===== src/rtl/bbs_pkg.sv =====
package bbs_pkg;

    localparam int MAP_BITS_DEFAULT  = 65536;
    localparam int WORD_BITS_DEFAULT = 64;

    localparam int CMD_W   = 3;
    localparam int INDEX_W = 32;
    localparam int LEN_W   = 17;
    localparam int STAT_W  = 2;
    localparam int SIZE_W  = 14;
    localparam int POS_W   = SIZE_W + 3;

    localparam int MAX_RUN = 64;

    localparam logic [CMD_W-1:0] CMD_SET_BIT   = 3'd0;
    localparam logic [CMD_W-1:0] CMD_CLR_BIT   = 3'd1;
    localparam logic [CMD_W-1:0] CMD_GET_BIT   = 3'd2;
    localparam logic [CMD_W-1:0] CMD_SET_RANGE = 3'd3;
    localparam logic [CMD_W-1:0] CMD_CLR_RANGE = 3'd4;
    localparam logic [CMD_W-1:0] CMD_TEST_ZERO = 3'd5;

    localparam logic [STAT_W-1:0] STAT_OK        = 2'd0;
    localparam logic [STAT_W-1:0] STAT_NOT_READY = 2'd1;
    localparam logic [STAT_W-1:0] STAT_RANGE     = 2'd2;

    typedef enum logic [2:0] {
        S_IDLE,
        S_PREP,
        S_BASE,
        S_MODIFY,
        S_FINISH
    } state_t;

    typedef enum logic [1:0] {
        OP_SET,
        OP_CLR,
        OP_TEST
    } op_t;

    typedef struct packed {
        logic rd_en;
        logic wr_en;
        logic clear_start;
    } mem_ctl_t;

endpackage


===== src/rtl/bbs_channels.sv =====
interface bbs_cmd_if;
    logic                         valid;
    logic                         ready;
    logic [bbs_pkg::CMD_W-1:0]    command;
    logic [bbs_pkg::INDEX_W-1:0]  bit_index;
    logic [bbs_pkg::LEN_W-1:0]    run_length;

    modport source (output valid, output command, output bit_index, output run_length,
                    input ready);
    modport sink (input valid, input command, input bit_index, input run_length,
                  output ready);
endinterface

interface bbs_rsp_if;
    logic                         valid;
    logic                         ready;
    logic                         bit_result;
    logic [bbs_pkg::STAT_W-1:0]   status;

    modport source (output valid, output bit_result, output status, input ready);
    modport sink (input valid, input bit_result, input status, output ready);
endinterface

interface bbs_cfg_if;
    logic                         valid;
    logic                         ready;
    logic [bbs_pkg::SIZE_W-1:0]   map_bytes;

    modport source (output valid, output map_bytes, input ready);
    modport sink (input valid, input map_bytes, output ready);
endinterface


===== src/rtl/bbs_ctrl.sv =====
module bbs_ctrl #(
    parameter int MAP_BITS  = 65536,
    parameter int WORD_BITS = 64,
    parameter int ADDR_W    = 10
) (
    input  logic                 clk,
    input  logic                 rst_n,
    bbs_cmd_if.sink              cmd,
    bbs_rsp_if.source            rsp,
    bbs_cfg_if.sink              cfg,
    output bbs_pkg::mem_ctl_t    mctl,
    output logic [ADDR_W-1:0]    rd_addr,
    output logic [ADDR_W-1:0]    wr_addr,
    output logic [WORD_BITS-1:0] wr_data,
    input  logic [WORD_BITS-1:0] rd_data,
    input  logic                 clearing
);
    import bbs_pkg::*;

    localparam int CAP_BYTES = MAP_BITS / 8;
    localparam int OFF_W     = $clog2(WORD_BITS + 1);
    localparam int DIV_L     = $clog2(WORD_BITS);
    localparam int DIV_S     = POS_W + DIV_L;
    localparam int M_W       = POS_W + 2;
    localparam int PROD_W    = POS_W + M_W;
    localparam logic [M_W-1:0] DIV_M =
        M_W'(((64'd1 << DIV_S) + 64'(WORD_BITS) - 64'd1) / 64'(WORD_BITS));

    state_t state_reg, state_next;

    logic [CMD_W-1:0]   cmd_reg;
    logic [INDEX_W-1:0] idx_reg;
    logic [LEN_W-1:0]   len_reg;
    logic               map_zero_reg;
    logic [POS_W-1:0]   lim_reg;
    op_t                op_reg;
    logic               walk_reg;
    logic               res_use_reg;
    logic               res_inv_reg;
    logic [STAT_W-1:0]  stat_reg;
    logic [POS_W-1:0]   s_reg;
    logic [POS_W-1:0]   e_reg;
    logic [POS_W-1:0]   q_reg;
    logic [POS_W-1:0]   b_reg;
    logic [ADDR_W-1:0]  addr_reg;
    logic               or_acc_reg;
    logic               out_valid_reg;
    logic               out_bit_reg;
    logic [STAT_W-1:0]  out_stat_reg;

    logic cmd_fire, cfg_fire, out_free, out_load, last_word;

    // decode of the held item
    op_t               op_dec;
    logic [POS_W-1:0]  nlen;
    logic              known, res_use_dec, res_inv_dec, idx_in_map, walk_dec;
    logic [STAT_W-1:0] stat_dec;
    logic [INDEX_W:0]  sum;
    logic [POS_W-1:0]  e_dec;
    logic [PROD_W-1:0] prod;
    logic [POS_W-1:0]  q_dec;
    logic [POS_W-1:0]  b_base;
    logic [POS_W-1:0]  lim_dec;

    // word window
    logic [POS_W:0]       wend;
    logic [OFF_W-1:0]     lo, hi;
    logic [WORD_BITS-1:0] mask;

    assign cmd_fire = cmd.valid && cmd.ready;
    assign cfg_fire = cfg.valid && cfg.ready;
    assign out_free = !out_valid_reg || rsp.ready;

    always_comb
    begin
        lim_dec = {cfg.map_bytes, 3'b000};
        if (32'(cfg.map_bytes) > 32'(CAP_BYTES))
        begin
            lim_dec = POS_W'(CAP_BYTES * 8);
        end
    end

    always_comb
    begin
        op_dec      = OP_TEST;
        nlen        = '0;
        known       = 1'b0;
        res_use_dec = 1'b0;
        res_inv_dec = 1'b0;
        stat_dec    = STAT_OK;
        idx_in_map  = idx_reg < 32'(lim_reg);
        unique case (cmd_reg)
            CMD_SET_BIT, CMD_CLR_BIT:
            begin
                op_dec = (cmd_reg == CMD_SET_BIT) ? OP_SET : OP_CLR;
                nlen   = POS_W'(1);
                known  = 1'b1;
                if (map_zero_reg)
                begin
                    stat_dec = STAT_NOT_READY;
                end
                else if (!idx_in_map)
                begin
                    stat_dec = STAT_RANGE;
                end
            end
            CMD_GET_BIT:
            begin
                nlen        = POS_W'(1);
                known       = 1'b1;
                res_use_dec = !map_zero_reg;
                if (map_zero_reg)
                begin
                    stat_dec = STAT_NOT_READY;
                end
            end
            CMD_SET_RANGE, CMD_CLR_RANGE:
            begin
                op_dec = (cmd_reg == CMD_SET_RANGE) ? OP_SET : OP_CLR;
                nlen   = len_reg;
                known  = 1'b1;
            end
            CMD_TEST_ZERO:
            begin
                nlen        = (len_reg > LEN_W'(MAX_RUN)) ? POS_W'(MAX_RUN) : len_reg;
                known       = 1'b1;
                res_use_dec = !map_zero_reg;
                res_inv_dec = 1'b1;
                if (map_zero_reg)
                begin
                    stat_dec = STAT_NOT_READY;
                end
            end
            default:
            begin
                known = 1'b0;
            end
        endcase
        sum      = (INDEX_W + 1)'(idx_reg) + (INDEX_W + 1)'(nlen);
        e_dec    = (sum < (INDEX_W + 1)'(lim_reg)) ? sum[POS_W-1:0] : lim_reg;
        walk_dec = known && idx_in_map && (nlen != '0);
        prod     = PROD_W'(idx_reg[POS_W-1:0]) * PROD_W'(DIV_M);
        q_dec    = POS_W'(prod >> DIV_S);
        b_base   = POS_W'(32'(q_reg) * 32'(WORD_BITS));
    end

    always_comb
    begin
        wend      = {1'b0, b_reg} + (POS_W + 1)'(WORD_BITS);
        last_word = wend >= {1'b0, e_reg};
        lo        = (s_reg > b_reg) ? OFF_W'(s_reg - b_reg) : '0;
        hi        = ({1'b0, e_reg} < wend) ? OFF_W'(e_reg - b_reg) : OFF_W'(WORD_BITS);
        for (int i = 0; i < WORD_BITS; i++)
        begin
            mask[WORD_BITS-1-i] = (OFF_W'(i) >= lo) && (OFF_W'(i) < hi);
        end
        wr_data = (op_reg == OP_SET) ? (rd_data | mask) : (rd_data & ~mask);
    end

    always_comb
    begin
        state_next = state_reg;
        unique case (state_reg)
            S_IDLE:
            begin
                if (cmd_fire)
                begin
                    state_next = S_PREP;
                end
            end
            S_PREP:   state_next = S_BASE;
            S_BASE:   state_next = walk_reg ? S_MODIFY : S_FINISH;
            S_MODIFY:
            begin
                if (last_word)
                begin
                    state_next = S_FINISH;
                end
            end
            S_FINISH:
            begin
                if (out_free)
                begin
                    state_next = S_IDLE;
                end
            end
            default:  state_next = S_IDLE;
        endcase
    end

    always_comb
    begin
        cmd.ready        = (state_reg == S_IDLE) && !clearing && !cfg.valid;
        mctl.rd_en       = ((state_reg == S_BASE) && walk_reg)
                         || ((state_reg == S_MODIFY) && !last_word);
        mctl.wr_en       = (state_reg == S_MODIFY) && (op_reg != OP_TEST);
        mctl.clear_start = cfg_fire;
        out_load         = (state_reg == S_FINISH) && out_free;
        rd_addr          = (state_reg == S_BASE) ? ADDR_W'(q_reg) : addr_reg + 1'b1;
        wr_addr          = addr_reg;
    end

    assign cfg.ready      = 1'b1;
    assign rsp.valid      = out_valid_reg;
    assign rsp.bit_result = out_bit_reg;
    assign rsp.status     = out_stat_reg;

    always_ff @(posedge clk or negedge rst_n)
    begin
        if (!rst_n)
        begin
            state_reg     <= S_IDLE;
            out_valid_reg <= 1'b0;
            map_zero_reg  <= 1'b1;
            lim_reg       <= '0;
        end
        else
        begin
            state_reg <= state_next;
            if (out_load)
            begin
                out_valid_reg <= 1'b1;
            end
            else if (rsp.ready)
            begin
                out_valid_reg <= 1'b0;
            end
            if (cfg_fire)
            begin
                map_zero_reg <= (cfg.map_bytes == '0);
                lim_reg      <= lim_dec;
            end
        end
    end

    always_ff @(posedge clk)
    begin
        if (cmd_fire)
        begin
            cmd_reg <= cmd.command;
            idx_reg <= cmd.bit_index;
            len_reg <= cmd.run_length;
        end
        if (state_reg == S_PREP)
        begin
            op_reg      <= op_dec;
            walk_reg    <= walk_dec;
            res_use_reg <= res_use_dec;
            res_inv_reg <= res_inv_dec;
            stat_reg    <= stat_dec;
            s_reg       <= idx_reg[POS_W-1:0];
            e_reg       <= e_dec;
            q_reg       <= q_dec;
            or_acc_reg  <= 1'b0;
        end
        if (state_reg == S_BASE)
        begin
            b_reg    <= b_base;
            addr_reg <= ADDR_W'(q_reg);
        end
        if (state_reg == S_MODIFY)
        begin
            or_acc_reg <= or_acc_reg | (|(rd_data & mask));
            if (!last_word)
            begin
                b_reg    <= wend[POS_W-1:0];
                addr_reg <= addr_reg + 1'b1;
            end
        end
        if (out_load)
        begin
            out_bit_reg  <= res_use_reg & (or_acc_reg ^ res_inv_reg);
            out_stat_reg <= stat_reg;
        end
    end

`ifndef SYNTH
    a_wr_follows_rd: assert property (@(posedge clk) disable iff (!rst_n)
        mctl.wr_en |-> $past(mctl.rd_en) && (wr_addr == $past(rd_addr)))
        else $error("write back not at the word just read");

    a_no_wr_in_clear: assert property (@(posedge clk) disable iff (!rst_n)
        mctl.wr_en |-> !clearing)
        else $error("store write during clear pass");

    a_not_ready_src: assert property (@(posedge clk) disable iff (!rst_n)
        out_load && (stat_reg == STAT_NOT_READY) |-> map_zero_reg)
        else $error("not_ready with a nonzero map size");

    a_out_from_finish: assert property (@(posedge clk) disable iff (!rst_n)
        $rose(out_valid_reg) |-> $past(state_reg) == S_FINISH)
        else $error("result appeared outside finish");
`endif

endmodule

===== src/flat_wrapper.sv =====
// flat-port wrapper written by rule: the top's interface ports become plain ports
module bbs_ctrl_flat import bbs_pkg::*;
#(
    parameter int MAP_BITS  = 65536,
    parameter int WORD_BITS = 64,
    parameter int ADDR_W    = 10
)
  (clk, rst_n, mctl, rd_addr, wr_addr, wr_data, rd_data, clearing, cmd_valid, cmd_command, cmd_bit_index, cmd_run_length, cmd_ready, rsp_valid, rsp_bit_result, rsp_status, rsp_ready, cfg_valid, cfg_map_bytes, cfg_ready);
  bbs_cmd_if cmd_i ();
  bbs_rsp_if rsp_i ();
  bbs_cfg_if cfg_i ();
  input  logic clk;
  input  logic rst_n;
  output bbs_pkg::mem_ctl_t mctl;
  output logic [ADDR_W-1:0] rd_addr;
  output logic [ADDR_W-1:0] wr_addr;
  output logic [WORD_BITS-1:0] wr_data;
  input  logic [WORD_BITS-1:0] rd_data;
  input  logic clearing;
  input wire logic [$bits(cmd_i.valid)-1:0] cmd_valid;
  input wire logic [$bits(cmd_i.command)-1:0] cmd_command;
  input wire logic [$bits(cmd_i.bit_index)-1:0] cmd_bit_index;
  input wire logic [$bits(cmd_i.run_length)-1:0] cmd_run_length;
  output wire logic [$bits(cmd_i.ready)-1:0] cmd_ready;
  output wire logic [$bits(rsp_i.valid)-1:0] rsp_valid;
  output wire logic [$bits(rsp_i.bit_result)-1:0] rsp_bit_result;
  output wire logic [$bits(rsp_i.status)-1:0] rsp_status;
  input wire logic [$bits(rsp_i.ready)-1:0] rsp_ready;
  input wire logic [$bits(cfg_i.valid)-1:0] cfg_valid;
  input wire logic [$bits(cfg_i.map_bytes)-1:0] cfg_map_bytes;
  output wire logic [$bits(cfg_i.ready)-1:0] cfg_ready;
  assign cmd_i.valid = cmd_valid;
  assign cmd_i.command = cmd_command;
  assign cmd_i.bit_index = cmd_bit_index;
  assign cmd_i.run_length = cmd_run_length;
  assign cmd_ready = cmd_i.ready;
  assign rsp_valid = rsp_i.valid;
  assign rsp_bit_result = rsp_i.bit_result;
  assign rsp_status = rsp_i.status;
  assign rsp_i.ready = rsp_ready;
  assign cfg_i.valid = cfg_valid;
  assign cfg_i.map_bytes = cfg_map_bytes;
  assign cfg_ready = cfg_i.ready;
  bbs_ctrl #(.MAP_BITS(MAP_BITS), .WORD_BITS(WORD_BITS), .ADDR_W(ADDR_W)) u_core (.clk(clk), .rst_n(rst_n), .cmd(cmd_i), .rsp(rsp_i), .cfg(cfg_i), .mctl(mctl), .rd_addr(rd_addr), .wr_addr(wr_addr), .wr_data(wr_data), .rd_data(rd_data), .clearing(clearing));
endmodule

===== config.mk =====
export PLATFORM = sky130hd
export DESIGN_NAME = bbs_ctrl_flat
export DESIGN_NICKNAME = d
export VERILOG_FILES = /design/src/rtl/bbs_pkg.sv /design/src/rtl/bbs_channels.sv /design/src/rtl/bbs_ctrl.sv /design/src/flat_wrapper.sv
export SDC_FILE = /design/constraint.sdc
export NUM_CORES = 1
export LEC_CHECK = 0
export BUFFER_PORTS_ARGS = -buffer_cell sky130_fd_sc_hd__buf_2
export CAP_MARGIN = 30
export CELL_PAD_IN_SITES_DETAIL_PLACEMENT = 1
export CELL_PAD_IN_SITES_GLOBAL_PLACEMENT = 1
export CORE_ASPECT_RATIO = 1.2
export CORE_UTILIZATION = 47
export CTS_BUF_LIST = sky130_fd_sc_hd__clkbuf_8
export DETAILED_ROUTE_END_ITERATION = 10
export PLACE_DENSITY = 0.9
export SYNTH_ARGS = -nofsm -noshare
export SYNTH_HDL_FRONTEND = slang
export SYNTH_SLANG_ARGS = --single-unit

===== constraint.sdc =====
create_clock -name clk -period 11 [get_ports clk]
set_clock_uncertainty 0.15 [all_clocks]
set_input_delay 0.55 -clock clk [delete_from_list [all_inputs] [get_ports clk]]
set_output_delay 0.55 -clock clk [all_outputs]
set_load 0.01 [all_outputs]

==> results of run 1 <==
## through the flow
step	instances	power (mW)	utilization	setup WS, ns
floorplan	1305	2.654	-	4.966
global placement	1824	3.711	0.5380	4.737
detailed placement	1826	3.767	0.5396	4.259
CTS	1859	4.215	0.5565	4.213
global route	1859	4.506	0.5565	3.781
finish	1859	4.279	0.5565	4.175
## final timing paths
kind	endpoint	start	slack, ns
setup reg to reg	u_core.e_reg[7]	u_core.len_reg[0]	4.18
hold reg to reg	u_core.rsp.status[0]	u_core.stat_reg[0]	0.28
min in group asynchronous	u_core.rsp.valid	rst_n	0.46
setup / recovery	u_core.e_reg[7]	u_core.len_reg[0]	4.18
hold / removal	u_core.cmd_reg[2]	cmd_command[2]	0.11
max in group asynchronous	u_core.lim_reg[14]	rst_n	9.85
## worst max-delay path, stage by stage, from the launching register on
cell and delay (ns):
edfxtp_1 0.43, or4_1 0.54, o31a_1 0.24, o21ai_0 0.21, a21o_1 0.40, and2_1 0.28, ha_1 0.27, a21o_1 0.16
a21oi_1 0.29, o21ai_1 0.22, a31oi_1 0.25, nor2_1 0.08, o21ai_0 0.16, nand2b_1 0.08, a21oi_1 0.17, xnor2_1 0.17
ha_1 0.29, a21oi_1 0.15, nor2b_1 0.07, o211ai_1 0.16, a31oi_1 0.12, a211o_1 0.30, a2111oi_2 0.25, nand4_1 0.21
nor4_4 0.23, buf_4 0.31, mux2_2 0.38
## logic make-up (layout without fill, tap and decap cells)
logic type	Yosys count	in the layout
compound gates	408	408
xor+xnor	47	47
fa+ha+maj	88	88
buf+inv	157	386
flops	143	143
mux	81	81
other cells	1	1
simple gates	380	380
## what timing repair did
action / 4_1_cts / 5_1_grt
hold buffers: 1 / 0
gates resized for setup: 0 / 0
hold endpoints to repair: 18 / 0
setup buffers: 0 / 0
## cell type report
class / instances / area [um^2] / share of cell area
timing repair buffer: 250 / 1336 / 0.09732
clock inverter: 15 / 173.9 / 0.01267
clock buffer: 17 / 234.0 / 0.01704
multi-input combinational: 1005 / 7199 / 0.5243
inverter: 104 / 390.4 / 0.02843
sequential: 143 / 3990 / 0.2906
tap: 325 / 406.6 / 0.02962
## synthesized netlist by cell type (all sizes together) (13+ instances only)
library cell	n	area share
dfrtp	18	0.038
mux2	71	0.070
xor2	13	0.0097
o21ai	97	0.041
edfxtp	103	0.26
a21oi	85	0.036
dfxtp	21	0.036
nor3	29	0.013
nand3	34	0.014
nand4	21	0.011
clkbuf	47	0.015
ha	85	0.090
o211ai	25	0.016
a21o	20	0.013
nand2b	15	0.0080
a211oi	26	0.018
a31oi	15	0.0080
xnor2	34	0.025
and2	28	0.015
inv	104	0.033
nor2	81	0.026
a2111oi	13	0.010
nand2	96	0.031
nor4	25	0.015
## routing by layer
layer / global-route usage / up-vias / wire length, um
li1: - / 5385 / -
met1: 0.3621 / 5713 / 16370
met2: 0.7044 / 526 / 25010
met3: 0.05455 / 168 / 2344
met4: 0.2882 / 0 / 3919
met5: 0 / - / 0
## power by group through the flow
stage               logic (mW)  registers (mW)  clock network, mW
global placement          2.91           0.800                  0
floorplan                 1.87           0.784                  0
CTS                       2.98           0.797              0.434
global route              3.24           0.810              0.453
detailed placement        2.96           0.809                  0
finish                    3.05           0.800              0.431
==> qor.yml, run 1 <==
outcome:
  status: "complete, no violations"
yosys:
  synth.mux.area_fraction: 0.07870
  synth_fa_ha_area_frac: 0.09550
  yosys.area_share.simple: 0.1632
  synth_fp_nets: 1529
  synth_top_family_by_area: "compound AO/OA/AOI/OAI gates"
  syn-instance-count: 1305
  synth-xor-area-share: 0.03499
  seq_area_frac_synth: 0.3391
  ys_types: 90
  ys_warn_count: 0
  synth_top_flop_cell: "edfxtp_1"
  syn_area_um2: 11770
  synth-edff-count: 103
  ys_async_sr_fraction: 0.1329
  ys_ff_latch: 143
  avgSynthCellArea_um2: 9.015
  synth_compound_area_frac: 0.2365
die:
  die_w_um: 146.4
  start_util: 0.4768
  core_area_um2: 24670
  die_y_um: 175.3
  dieArea_um2: 25670
  pin_count: 229
  rows: 63
power_and_ir_drop:
  powerDensity_nw_per_um2: 311.7
  switching_share: 0.5312
  vdd_drop_max_mv: 0.1410
  intPower_mw: 2.006
  power_frac_seq: 0.187
  combPwrFrac: 0.712
  power_frac_clock: 0.101
  p_sw_mw: 2.273
  p_leak_nw: 5.773
sta:
  max_freq_mhz: 146.5
  setup_violations: 0
  slew_viol_final: 0
  tightest_slew_ns: 1.122
  fin_setup_tns_ns: 0
  period_share: 0.6204
  post-route-min-period_ns: 6.825
  hold_viol_final: 0
  worst_hold_slack_ns: 0.1095
  rsz0062_at_grt: "no"
  max-slew-margin-rel: 0.2327
final_layout:
  drive_gt1_frac: 0.2510
  finalNetCount: 1745
  syn2layout_area_growth_pct: 16.71
  antenna_cells: 0
  num-fill-cells: 2956
  final_common_cell: "buf_2"
  final_cell_mix: "buf_2, inv_1, edfxtp_1"
  largest_reg_flops: 32
  final_area_um2: 13730
clock_tree:
  numCtsBuffers: 17
  ctsLongestPathBuffers: 2
  cts-root-buf: "clkbuf_8"
  clk_pin_slew_ns: 0.09
  htreeDepth: 4
  cts_tree: "built"
  cts_num_sinks: 143
  clkLatencyLatePin_ns: 0.46
global_routing:
  grtUsageTotal: 0.3724
  grt_max_degree: 51
  grt.overflow.total: 0
  first_global_vias: 12550
  antenna_found_initial: 0
  grt_pass1_wl_mm: 72.33
route:
  finalWirelength_mm: 47.64
  wire_per_inst_um: 25.63
  first_pass_iters: 5
  drt_iter0_drc: 663
  drc_errors: 0
  vias_per_cell: 6.343
  drtAntennaViolNets: 0
  vias: 11790
critical_path:
  cp-end-kind: "register"
  r2r_cells: 26
  critPathRequiredTime_ns: 11.07
  cp_max_fo: 17
  arrival_ns: 6.89
  startpoint_type: "register"
  path_class: "reg -> reg"
flow_run:
  max_cap_viol_count: 0
placed_design:
  post_dp_cell_area_um2: 13310
  gp_congestion: 1.010
  port-buffer-count: 227
  dpl.hpwl_mm: 38.60
hold_path:
  worstHoldPathCells: 1
  holdCritPathClass: "in -> reg"
No activity file was read; power rests on OpenSTA's default activity.
==> run 2, diff against run 1 <==
--- a/config.mk
+++ b/config.mk
@@ -5,15 +5,16 @@
 export SDC_FILE = /design/constraint.sdc
 export NUM_CORES = 1
 export LEC_CHECK = 0
+export ABC_AREA = 1
 export BUFFER_PORTS_ARGS = -buffer_cell sky130_fd_sc_hd__buf_2
 export CAP_MARGIN = 30
 export CELL_PAD_IN_SITES_DETAIL_PLACEMENT = 1
 export CELL_PAD_IN_SITES_GLOBAL_PLACEMENT = 1
 export CORE_ASPECT_RATIO = 1.2
-export CORE_UTILIZATION = 47
+export CORE_UTILIZATION = 42
 export CTS_BUF_LIST = sky130_fd_sc_hd__clkbuf_8
 export DETAILED_ROUTE_END_ITERATION = 10
-export PLACE_DENSITY = 0.9
+export PLACE_DENSITY = 0.85
 export SYNTH_ARGS = -nofsm -noshare
 export SYNTH_HDL_FRONTEND = slang
 export SYNTH_SLANG_ARGS = --single-unit
==> constraint.sdc (replaced) <==
create_clock -name clk -period 6.4 [get_ports clk]
set_clock_uncertainty 0.15 [all_clocks]
set_input_delay 0.32 -clock clk [delete_from_list [all_inputs] [get_ports clk]]
set_output_delay 0.32 -clock clk [all_outputs]
set_load 0.01 [all_outputs]
==> qor.yml, run 2 <==
final_layout:
  final_common_cell: "nand2_1"  # was buf_2
  final_cell_mix: "nand2_1, inv_1, buf_2"  # was buf_2, inv_1, edfxtp_1
  finalNetCount: 2183  # was 1,745
  drive_gt1_frac: 0.1582  # was 0.2510
  syn2layout_area_growth_pct: 20.53  # was 16.71%
  largest_reg_flops: 32  # unchanged
  antenna_cells: 0  # unchanged
yosys:
  syn_area_um2: 12010  # was 11,770 um^2
  synthTopCellsByCount: "nand2_1, inv_1, nor2_1"  # was inv_1, edfxtp_1, nand2_1
  ys_async_sr_fraction: 0.1329  # unchanged
  ys_types: 58  # was 90
  avgSynthCellArea_um2: 7.129  # was 9.015 um^2
  ys_warn_count: 0  # unchanged
  synth_most_common_cell: "nand2_1"  # was inv_1
  yosys.area.top_type: "edfxtp_1"  # unchanged
  ys_ff_latch: 143  # unchanged
  seq_area_frac_synth: 0.3324  # was 0.3391
  synth_area_leaders: "edfxtp_1, nand2_1, ha_1"  # was edfxtp_1, ha_1, mux2_2
  syn-instance-count: 1684  # was 1,305
  synth_fp_nets: 1908  # was 1,529
  synth-edff-count: 103  # unchanged
  yosys.area.top_type_share: 0.2576  # was 0.2629
  synth_top_flop_cell: "edfxtp_1"  # unchanged
route:
  first_pass_iters: 5  # unchanged
  drtAntennaViolNets: 0  # unchanged
  vias_per_cell: 5.625  # was 6.343
  finalWirelength_mm: 47.12  # was 47.64 mm
  vias: 13230  # was 11,790
  drc_errors: 0  # unchanged
  drt_iter0_drc: 714  # was 663
  wire_per_inst_um: 20.04  # was 25.63 um
die:
  rows: 67  # was 63
  die_y_um: 187.2  # was 175.3 um
  dieArea_um2: 29270  # was 25,670 um^2
  start_util: 0.4288  # was 0.4768
  pin_count: 229  # unchanged
  core_area_um2: 28000  # was 24,670 um^2
  die_w_um: 156.3  # was 146.4 um
sta:
  setup_violations: 0  # unchanged
  post-route-min-period_ns: 5.539  # was 6.825 ns
  max_freq_mhz: 180.5  # was 146.5 MHz
  max-slew-margin-rel: 0.3502  # was 0.2327
  tightest_slew_ns: 0.9746  # was 1.122 ns
  fin_setup_tns_ns: 0  # unchanged
  hold_viol_final: 0  # unchanged
  rsz0062_at_grt: "no"  # unchanged
  slew_viol_final: 0  # unchanged
  period_share: 0.8654  # was 0.6204
critical_path:
  arrival_ns: 5.62  # was 6.89 ns
  r2r_cells: 21  # was 26
  slowest_delay_ns: 0.46  # was 0.54 ns
  startpoint_type: "register"  # unchanged
  crit_path_top_delay_cell: "edfxtp_1"  # was or4_1
  cp_max_fo: 17  # unchanged
  r2r-start: "u_core.cmd_reg[2]"  # was u_core.len_reg[0]
  path_cells: "nor2_1 -> nor2_1 -> nand2_1 -> inv_1 -> a21oi_1 -> o21ai_0 -> ha_1 -> fa_1 -> nand3_1 -> nand2_1 -> a31oi_1 -> o21ai_1 -> a21oi_1 -> xnor2_1 -> ha_1 -> a21oi_1 -> o21ai_0 -> a221oi_1 -> nand3_2 -> nand2_1 -> nand2_1"
  worst-path-buf-inv: 1  # unchanged
  path_class: "reg -> reg"  # unchanged
  critPathTopFamily: "compound AO/OA/AOI/OAI gates"  # unchanged
  endpoint: "u_core.e_reg[16]"  # was u_core.e_reg[7]
  r2r_slack_ns: 0.86  # was 4.18 ns
  crit_cells: 21  # was 26
  crit_path_frequent_cell: "nand2_1"  # was a21oi_1
  worstReg2RegEnd: "u_core.e_reg[16]"  # was u_core.e_reg[7]
  critPathRequiredTime_ns: 6.48  # was 11.07 ns
  critPathLaunch: "u_core.cmd_reg[2]"  # was u_core.len_reg[0]
  cp-end-kind: "register"  # unchanged
global_routing:
  first_global_vias: 13930  # was 12,550
  antenna_found_initial: 0  # unchanged
  grt.overflow.total: 0  # unchanged
  grt_pass1_wl_mm: 73.41  # was 72.33 mm
  grt_max_degree: 65  # was 51
  grtUsageTotal: 0.3261  # was 0.3724
placed_design:
  dpl.hpwl_mm: 36.02  # was 38.60 mm
  port-buffer-count: 227  # unchanged
  gp_congestion: 0.9432  # was 1.010
clock_tree:
  htreeDepth: 4  # unchanged
  cts_resized: 0  # unchanged
  numCtsBuffers: 17  # unchanged
  clkLatencyLatePin_ns: 0.48  # was 0.46 ns
  cts_tree: "built"  # unchanged
  cts-root-buf: "clkbuf_8"  # unchanged
  clk_pin_slew_ns: 0.09  # about the same
  ctsLongestPathBuffers: 2  # unchanged
  cts_num_sinks: 143  # unchanged
  cts_setup_buffers: 0  # unchanged
hold_path:
  holdCritPathClass: "in -> reg"  # unchanged
  worstHoldPathCells: 3  # was 1
outcome:
  status: "complete, no violations"  # unchanged
flow_run:
  max_cap_viol_count: 0  # unchanged
run 2: what timing repair did:
item                                    CTS  global route
endpoints found under the hold margin    79             0
endpoints found under the setup margin    0             0
hold buffers                             61             0
run 2: worst min-delay path, cell delays in order:
cell and delay (ns):
buf_2 0.10, nor2_1 0.07, a21oi_1 0.11
run 2: metal layers:
layer | vias up | track usage | part of all wire | routed length (um)
li1 | 6215 | - | - | -
met1 | 6418 | 0.3695 | 0.39 | 18510
met2 | 451 | 0.5852 | 0.51 | 24000
met3 | 141 | 0.03962 | 0.046 | 2147
met4 | 0 | 0.1848 | 0.052 | 2471
met5 | - | 0 | 0 | 0
run 2: worst min path at each step:
stage | slack (ns) | from | to
finish | 0.03 | cfg_map_bytes[13] | u_core.lim_reg[16]
global route | 0.06 | cfg_map_bytes[13] | u_core.lim_reg[16]
CTS | 0.007 | cfg_map_bytes[13] | u_core.lim_reg[16]
detailed placement | 0.17 | rst_n | u_core.lim_reg[15]
global placement | 0.15 | rst_n | u_core.lim_reg[15]
floorplan | -0.13 | rst_n | u_core.lim_reg[10]
run 2: area by class of cell:
class	instances	area [um^2]
Fill cell	3719	13530
Multi-Input combinational cell	1255	6900
Sequential cell	143	3990
Timing Repair Buffer	294	1792
Inverter	248	930.9
Tap cell	379	474.2
Clock buffer	18	247.7
Clock inverter	14	135.1
run 2: stage by stage:
stage	setup WS [ns]	std cells	util	cell area, um^2	hold slack (ns)
2_1_floorplan	1.852	1684	-	12010	-0.1256
4_1_cts	0.9126	2351	0.5168	14470	0.007027
3_5_place_dp	1.045	2258	0.4813	13480	0.1657
6_report	0.8613	2351	0.5168	14470	0.02967
3_3_place_gp	1.374	2257	0.4811	13470	0.1501
5_1_grt	0.4677	2351	0.5168	14470	0.06273
run 2: cells by family (layout without fill, tap and decap cells):
| group | after synthesis | after routing | share of synthesized area |
|---|---|---|---|
| AO/OA/AOI/OAI | 297 | 297 | 0.1371 |
| XOR/XNOR | 51 | 51 | 0.03877 |
| adder cells (fa/ha/maj) | 88 | 88 | 0.09359 |
| buffers and inverters | 286 | 574 | 0.09380 |
| flip-flops | 143 | 143 | 0.3324 |
| other | 1 | 1 | 0.0003124 |
| AND/OR/NAND/NOR | 818 | 818 | 0.3041 |
Power of run 2 is left out: the tool's default activity adds up to more than one toggle a clock period on the data nets, which glitch-free logic cannot reach.
